### config.mk
export PLATFORM = sky130hd
export DESIGN_NAME = lru_cache_slot_picker_unit
export DESIGN_NICKNAME = d
export VERILOG_FILES = /design/src/sv/lcsp_pkg.sv /design/src/sv/lcsp_ram.sv /design/src/sv/lru_cache_slot_picker_unit.sv
export SDC_FILE = /design/constraint.sdc
export NUM_CORES = 1
export LEC_CHECK = 0
export BUFFER_PORTS_ARGS = -buffer_cell sky130_fd_sc_hd__buf_4
export CORE_ASPECT_RATIO = 0.8
export CORE_MARGIN = 3
export CORE_UTILIZATION = 35
export DETAILED_ROUTE_END_ITERATION = 10
export SYNTH_ARGS = -nofsm -noshare
export SYNTH_HDL_FRONTEND = slang
export SYNTH_SLANG_ARGS = --single-unit
### constraint.sdc
create_clock -name clk -period 6.9 [get_ports clk]
set_input_delay 1.38 -clock clk [delete_from_list [all_inputs] [get_ports clk]]
set_output_delay 1.38 -clock clk [all_outputs]
set_load 0.02 [all_outputs]
### src/sv/lcsp_pkg.sv
package lcsp_pkg;

  // fixed field widths
  localparam int KEY_W  = 32;
  localparam int TIME_W = 32;
  localparam int SLOT_W = 4;

  // starting value of the oldest-stamp search
  localparam logic [TIME_W-1:0] AGE_START = 32'hffff_ffff;

  // result codes
  typedef logic [1:0] outcome_t;
  localparam outcome_t OUTCOME_HIT   = 2'd0;
  localparam outcome_t OUTCOME_FILL  = 2'd1;
  localparam outcome_t OUTCOME_EVICT = 2'd2;

endpackage

### src/sv/lcsp_ram.sv
module lcsp_ram #(
  parameter int WIDTH = 64,
  parameter int DEPTH = 16
) (
  input  logic                     clk,
  input  logic                     we,
  input  logic [$clog2(DEPTH)-1:0] waddr,
  input  logic [WIDTH-1:0]         wdata,
  input  logic [$clog2(DEPTH)-1:0] raddr,
  output logic [WIDTH-1:0]         rdata
);

  logic [WIDTH-1:0] mem [DEPTH];

  // one write port, one registered read port
  always_ff @(posedge clk) begin
    if (we) begin
      mem[waddr] <= wdata;
    end
    rdata <= mem[raddr];
  end

endmodule

### src/sv/lru_cache_slot_picker_unit.sv
// Scan: reads the valid slots 0..count-1 in index order through the registered RAM read,
//   stops early on a tag hit, then goes to ST_POST and posts the result once the output is free.
// One request at a time: req_stall is high outside ST_IDLE, so a new request waits until the
//   last result is posted; the single read port of the tag/stamp RAM gives one slot read per cycle.
// Reset (synchronous, active high): fill count, state and result valid cleared;
//   RAM contents stay undefined, no clearing pass.
module lru_cache_slot_picker_unit #(
  parameter int SLOTS    = 16,
  parameter int KEY_BITS = 32
) (
  input  logic                          clk,
  input  logic                          rst,
  input  logic                          req_valid,
  output logic                          req_stall,
  input  logic [lcsp_pkg::KEY_W-1:0]    key,
  input  logic [lcsp_pkg::TIME_W-1:0]   now_time,
  output logic                          res_valid,
  input  logic                          res_stall,
  output logic [lcsp_pkg::SLOT_W-1:0]   slot,
  output lcsp_pkg::outcome_t            outcome
);

  localparam int IW = $clog2(SLOTS);
  localparam int CW = $clog2(SLOTS + 1);
  localparam int TW = lcsp_pkg::TIME_W;
  localparam int RW = KEY_BITS + TW;

  typedef enum logic [2:0] {
    ST_IDLE = 3'b001,
    ST_SCAN = 3'b010,
    ST_POST = 3'b100
  } state_t;

  state_t state, state_next;

  logic [KEY_BITS-1:0] key_tag;
  logic [KEY_BITS-1:0] tag_q;
  logic [TW-1:0]       time_q;
  logic [CW-1:0]       count;
  logic [CW-1:0]       rd_idx;
  logic                chk_vld;
  logic [IW-1:0]       chk_idx;
  logic [TW-1:0]       oldest;
  logic [IW-1:0]       victim;
  logic [IW-1:0]       pend_idx;
  lcsp_pkg::outcome_t  pend_outcome;
  logic [IW-1:0]       res_idx;

  logic                req_acc;
  logic                issue;
  logic                hit;
  logic                full;
  logic                decide;
  logic                out_free;
  logic [RW-1:0]       rdata;
  logic [KEY_BITS-1:0] rd_tag;
  logic [TW-1:0]       rd_stamp;
  logic                ram_we;
  logic [IW-1:0]       ram_waddr;
  lcsp_pkg::outcome_t  dec_outcome;

  // keep the low KEY_BITS of the key, zero-extend when wider
  generate
    if (KEY_BITS <= lcsp_pkg::KEY_W) begin : g_key_cut
      assign key_tag = key[KEY_BITS-1:0];
    end else begin : g_key_ext
      assign key_tag = {{(KEY_BITS - lcsp_pkg::KEY_W){1'b0}}, key};
    end
  endgenerate

  // result slot index, low SLOT_W bits, zero-extended when narrower
  generate
    if (IW >= lcsp_pkg::SLOT_W) begin : g_slot_cut
      assign slot = res_idx[lcsp_pkg::SLOT_W-1:0];
    end else begin : g_slot_ext
      assign slot = {{(lcsp_pkg::SLOT_W - IW){1'b0}}, res_idx};
    end
  endgenerate

  // tag and stamp live side by side in one RAM word
  lcsp_ram #(
    .WIDTH (RW),
    .DEPTH (SLOTS)
  ) u_ram (
    .clk   (clk),
    .we    (ram_we),
    .waddr (ram_waddr),
    .wdata ({tag_q, time_q}),
    .raddr (rd_idx[IW-1:0]),
    .rdata (rdata)
  );

  assign rd_tag   = rdata[RW-1:TW];
  assign rd_stamp = rdata[TW-1:0];

  // scan control: slots fill in index order, so valid slots are 0..count-1
  assign req_stall = (state != ST_IDLE);
  assign req_acc   = req_valid && !req_stall;
  assign issue     = (rd_idx < count);
  assign full      = (count == CW'(SLOTS));
  assign hit       = chk_vld && (rd_tag == tag_q);
  assign decide    = (state == ST_SCAN) && (hit || (!issue && !chk_vld));
  assign out_free  = !res_valid || !res_stall;

  // pick the slot to write back
  always_comb begin
    priority if (hit) begin
      ram_waddr   = chk_idx;
      dec_outcome = lcsp_pkg::OUTCOME_HIT;
    end else if (!full) begin
      ram_waddr   = count[IW-1:0];
      dec_outcome = lcsp_pkg::OUTCOME_FILL;
    end else begin
      ram_waddr   = victim;
      dec_outcome = lcsp_pkg::OUTCOME_EVICT;
    end
  end

  assign ram_we = decide;

  // next state
  always_comb begin
    state_next = state;
    unique case (state)
      ST_IDLE: begin
        if (req_acc) state_next = ST_SCAN;
      end
      ST_SCAN: begin
        if (decide) state_next = ST_POST;
      end
      ST_POST: begin
        if (out_free) state_next = ST_IDLE;
      end
      default: state_next = ST_IDLE;
    endcase
  end

  // control registers
  always_ff @(posedge clk) begin
    if (rst) begin
      state     <= ST_IDLE;
      count     <= '0;
      chk_vld   <= 1'b0;
      res_valid <= 1'b0;
    end else begin
      state <= state_next;
      if (req_acc || decide) begin
        chk_vld <= 1'b0;
      end else if (state == ST_SCAN) begin
        chk_vld <= issue;
      end
      if (decide && !hit && !full) begin
        count <= count + CW'(1);
      end
      if (state == ST_POST && out_free) begin
        res_valid <= 1'b1;
      end else if (res_valid && !res_stall) begin
        res_valid <= 1'b0;
      end
    end
  end

  // datapath registers
  always_ff @(posedge clk) begin
    if (req_acc) begin
      tag_q  <= key_tag;
      time_q <= now_time;
      rd_idx <= '0;
      oldest <= lcsp_pkg::AGE_START;
      victim <= '0;
    end else if (state == ST_SCAN) begin
      if (issue) begin
        rd_idx <= rd_idx + CW'(1);
      end
      chk_idx <= rd_idx[IW-1:0];
      // track the strictly oldest stamp, lowest index wins a tie
      if (chk_vld && !hit && (rd_stamp < oldest)) begin
        oldest <= rd_stamp;
        victim <= chk_idx;
      end
    end
    if (decide) begin
      pend_idx     <= ram_waddr;
      pend_outcome <= dec_outcome;
    end
    if (state == ST_POST && out_free) begin
      res_idx <= pend_idx;
      outcome <= pend_outcome;
    end
  end

endmodule

==> results.yml <==
run_status:
  status: "finished clean"
synth:
  ys_ff_latch: 1219
  yosysTopAreaCellShare_pct: 72.7
  seq_area_frac_synth_pct: 77.8
  yosysMostFrequentCell: "edfxtp_1"
  yosysTopAreaCell: "edfxtp_1"
  ys_async_sr_fraction_pct: 0
  syn_nets: 2115
  yosysWarningCount: 0
  syn_area_per_cell_um2: 22.7
  synth_edf_count: 1104
  yosys-top-cells-count: "1,104 x edfxtp_1, 320 x mux4_2, 115 x dfxtp_1"
  ys_types: 54
  synth_ff_type: "edfxtp_1"
  synth_area_um2: 45600
  yosys-top-cells-area: "edfxtp_1 73%, mux4_2 16%, dfxtp_1 5.1%"
  synthCells: 2009
die:
  fp-row-count: 117
  die_area_um2: 135000
  die_h_um: 329
  core_region_area_um2: 128000
  start_util_pct: 35.5
  die_x_um: 409
  ioPinCount: 76
sta:
  finalSetupTns_ns: 0
  layout_min_cycle_time_ns: 5.27
  max_freq_mhz: 190
  slew-limit-headroom_pct: 19.9
  maxSlewViolCount: 0
  hold_viol_final: 0
  rsz0062_at_grt: "false"
  finClkSkew_ns: 0.0261
  period_share_pct: 76.4
  tightest_slew_ns: 1.20
  final-setup-viol-count: 0
routing:
  wl_per_cell_um: 25.0
  vias_per_cell: 5.23
  drtIter0Drc: 2081
  drc: 0
  firstDrtPassIters: 7
  routed_wl_um: 99200
  via_count: 20700
  ant_nets: 0
hold_path:
  hold_path_class: "reg -> reg"
clock_network:
  clock-root-buffer: "clkbuf_16"
  clkTransAtPathRegs_ns: 0.06
  post_cts_resized: 0
  cts-hold-fix-buffers: 0
  post-cts-setup-buffers: 0
  clk_latency_ns: 0.71
  numCtsBuffers: 111
  clk_path_buf_depth: 3
  cts_tree: "built"
  clock-sinks: 1219
  htree_levels: 3
pwr:
  power.switching_w: 0.00286
  switching_share_pct: 19.7
  p_per_area_nw_per_um2: 278
  internal_power_w: 0.0116
  pwr-share-clk_pct: 42.1
  power.leakage_nw: 16.2
  finalPower_w: 0.0145
  vdd_drop_max_mv: 0.196
  pwr-share-comb_pct: 1.0
  p_seq_share_pct: 56.9
setup_path:
  critPathKind: "reg -> reg"
  critPathLaunchType: "flop"
  cp.required_ns: 7.24
  crit_path_max_fanout: 48
  crit_arrival_ns: 5.61
  cp-end-kind: "flop"
flow_run:
  drv_cap: 0
cells_and_area:
  final_net_count: 2253
  area_growth_syn_to_layout_pct: 14.4
  layout-drive-gt1-share_pct: 28.1
  finalInstanceArea_um2: 52200
  diodes: 0
global_route:
  grt_pass1_vias: 21600
  track_usage_pct: 14.8
  antenna_found_initial: 3
  grt_overflow: 0
  grt_max_degree: 157
  grt_pass1_wl_um: 147000
place:
  place.gp.congestion: 0.827
  placed_area_um2: 48500
  portBuffers: 75
  dp_hpwl_um: 53400
-- worst paths after layout --
check                            startpoint  slack (ns)               end  cells after the start
worst max-delay path              tag_q[11]        1.63  u_ram.mem[0][54]                      7
worst min register to register  pend_idx[0]        0.42           slot[0]                      0
worst min-delay path            pend_idx[0]        0.42           slot[0]                      0
worst max register to register    tag_q[11]        1.63  u_ram.mem[0][54]                      7
-- final cells by class --
class | instances | area (um^2)
sequential | 1219 | 35500
inverter | 46 | 178
multi-input combinational | 648 | 9650
clock buffer | 153 | 3030
clock inverter | 56 | 593
fill | 11100 | 76100
timing repair buffer | 121 | 1070
tap | 1725 | 2160
-- critical path, stage by stage, from the launching register on --
cell and delay, ns:
edfxtp_1 0.60, xor2_1 0.25, nor4_1 0.57, nand4_1 0.64
nor3_2 1.03, mux2i_1 0.52, nor2_4 0.78, buf_12 0.45
-- power groups by stage --
stage | Sequential (W) | Combinational (W) | Clock, W
after floorplan | 0.00835 | 0.0000692 | 0
after global placement | 0.00839 | 0.000152 | 0
after detailed placement | 0.00841 | 0.000152 | 0
after CTS | 0.00825 | 0.000153 | 0.00625
after global routing | 0.00826 | 0.000161 | 0.00655
final | 0.00825 | 0.000148 | 0.00610
-- kinds of logic (layout without fill, tap and decap cells) --
logic type | Yosys count | count (layout) | synth area share (%)
flip-flops | 1219 | 1219 | 77.8
multiplexers | 331 | 331 | 16.1
AND/OR/NAND/NOR | 143 | 143 | 1.63
buffers and inverters | 142 | 376 | 1.29
AO/OA/AOI/OAI | 103 | 103 | 1.54
adder cells (fa/ha/maj) | 38 | 38 | 1.04
XOR/XNOR | 33 | 33 | 0.634
-- sequential cells by signal, indices dropped and copies added, names as in the netlist, 2 cells and up --
register and count:
time_q 32, oldest 32, tag_q 32, u_ram.rdata 64, count 5, outcome 2, u_ram.mem 1024, slot 4
pend_outcome 2, chk_idx 4, pend_idx 4, rd_idx 5, victim 4, state 3
-- metal layers --
| metal | global-route usage (%) | vias to the layer above | wire length (um) |
|---|---|---|---|
| li1 | - | 8757 | - |
| met1 | 21.6 | 11200 | 44800 |
| met2 | 22.7 | 660 | 45900 |
| met3 | 3.11 | 142 | 6510 |
| met4 | 3.69 | 0 | 2030 |
| met5 | 0 | - | 0 |
-- stage by stage --
stage / hold WS, ns / worst slack (ns) / std cells / utilization [%]
final: 0.421 / 1.63 / 3968 / 40.7
after global routing: 0.430 / 1.27 / 3968 / 40.7
after CTS: 0.421 / 1.59 / 3968 / 40.7
after detailed placement: 0.411 / 1.61 / 3759 / 37.8
after global placement: 0.406 / 1.77 / 3759 / 37.8
after floorplan: 0.400 / 1.72 / 2009 / -
-- cells in the final DEF (no fill, tap or decap), types with 18 or more instances in the layout --
| master | synthesis | routed |
|---|---|---|
| inv_1 | 45 | 44 |
| nand2_1 | 23 | 23 |
| xor2_1 | 33 | 33 |
| nor4_1 | 42 | 42 |
| buf_4 | 0 | 108 |
| clkinv_2 | 0 | 18 |
| dfxtp_1 | 115 | 111 |
| clkbuf_1 | 63 | 35 |
| nor2_1 | 38 | 21 |
| a31oi_1 | 32 | 32 |
| mux4_2 | 320 | 320 |
| a21oi_1 | 25 | 25 |
| ha_1 | 38 | 38 |
| clkbuf_16 | 0 | 113 |
| edfxtp_1 | 1104 | 1104 |
Note: power is estimated with default switching activity, not from simulation.
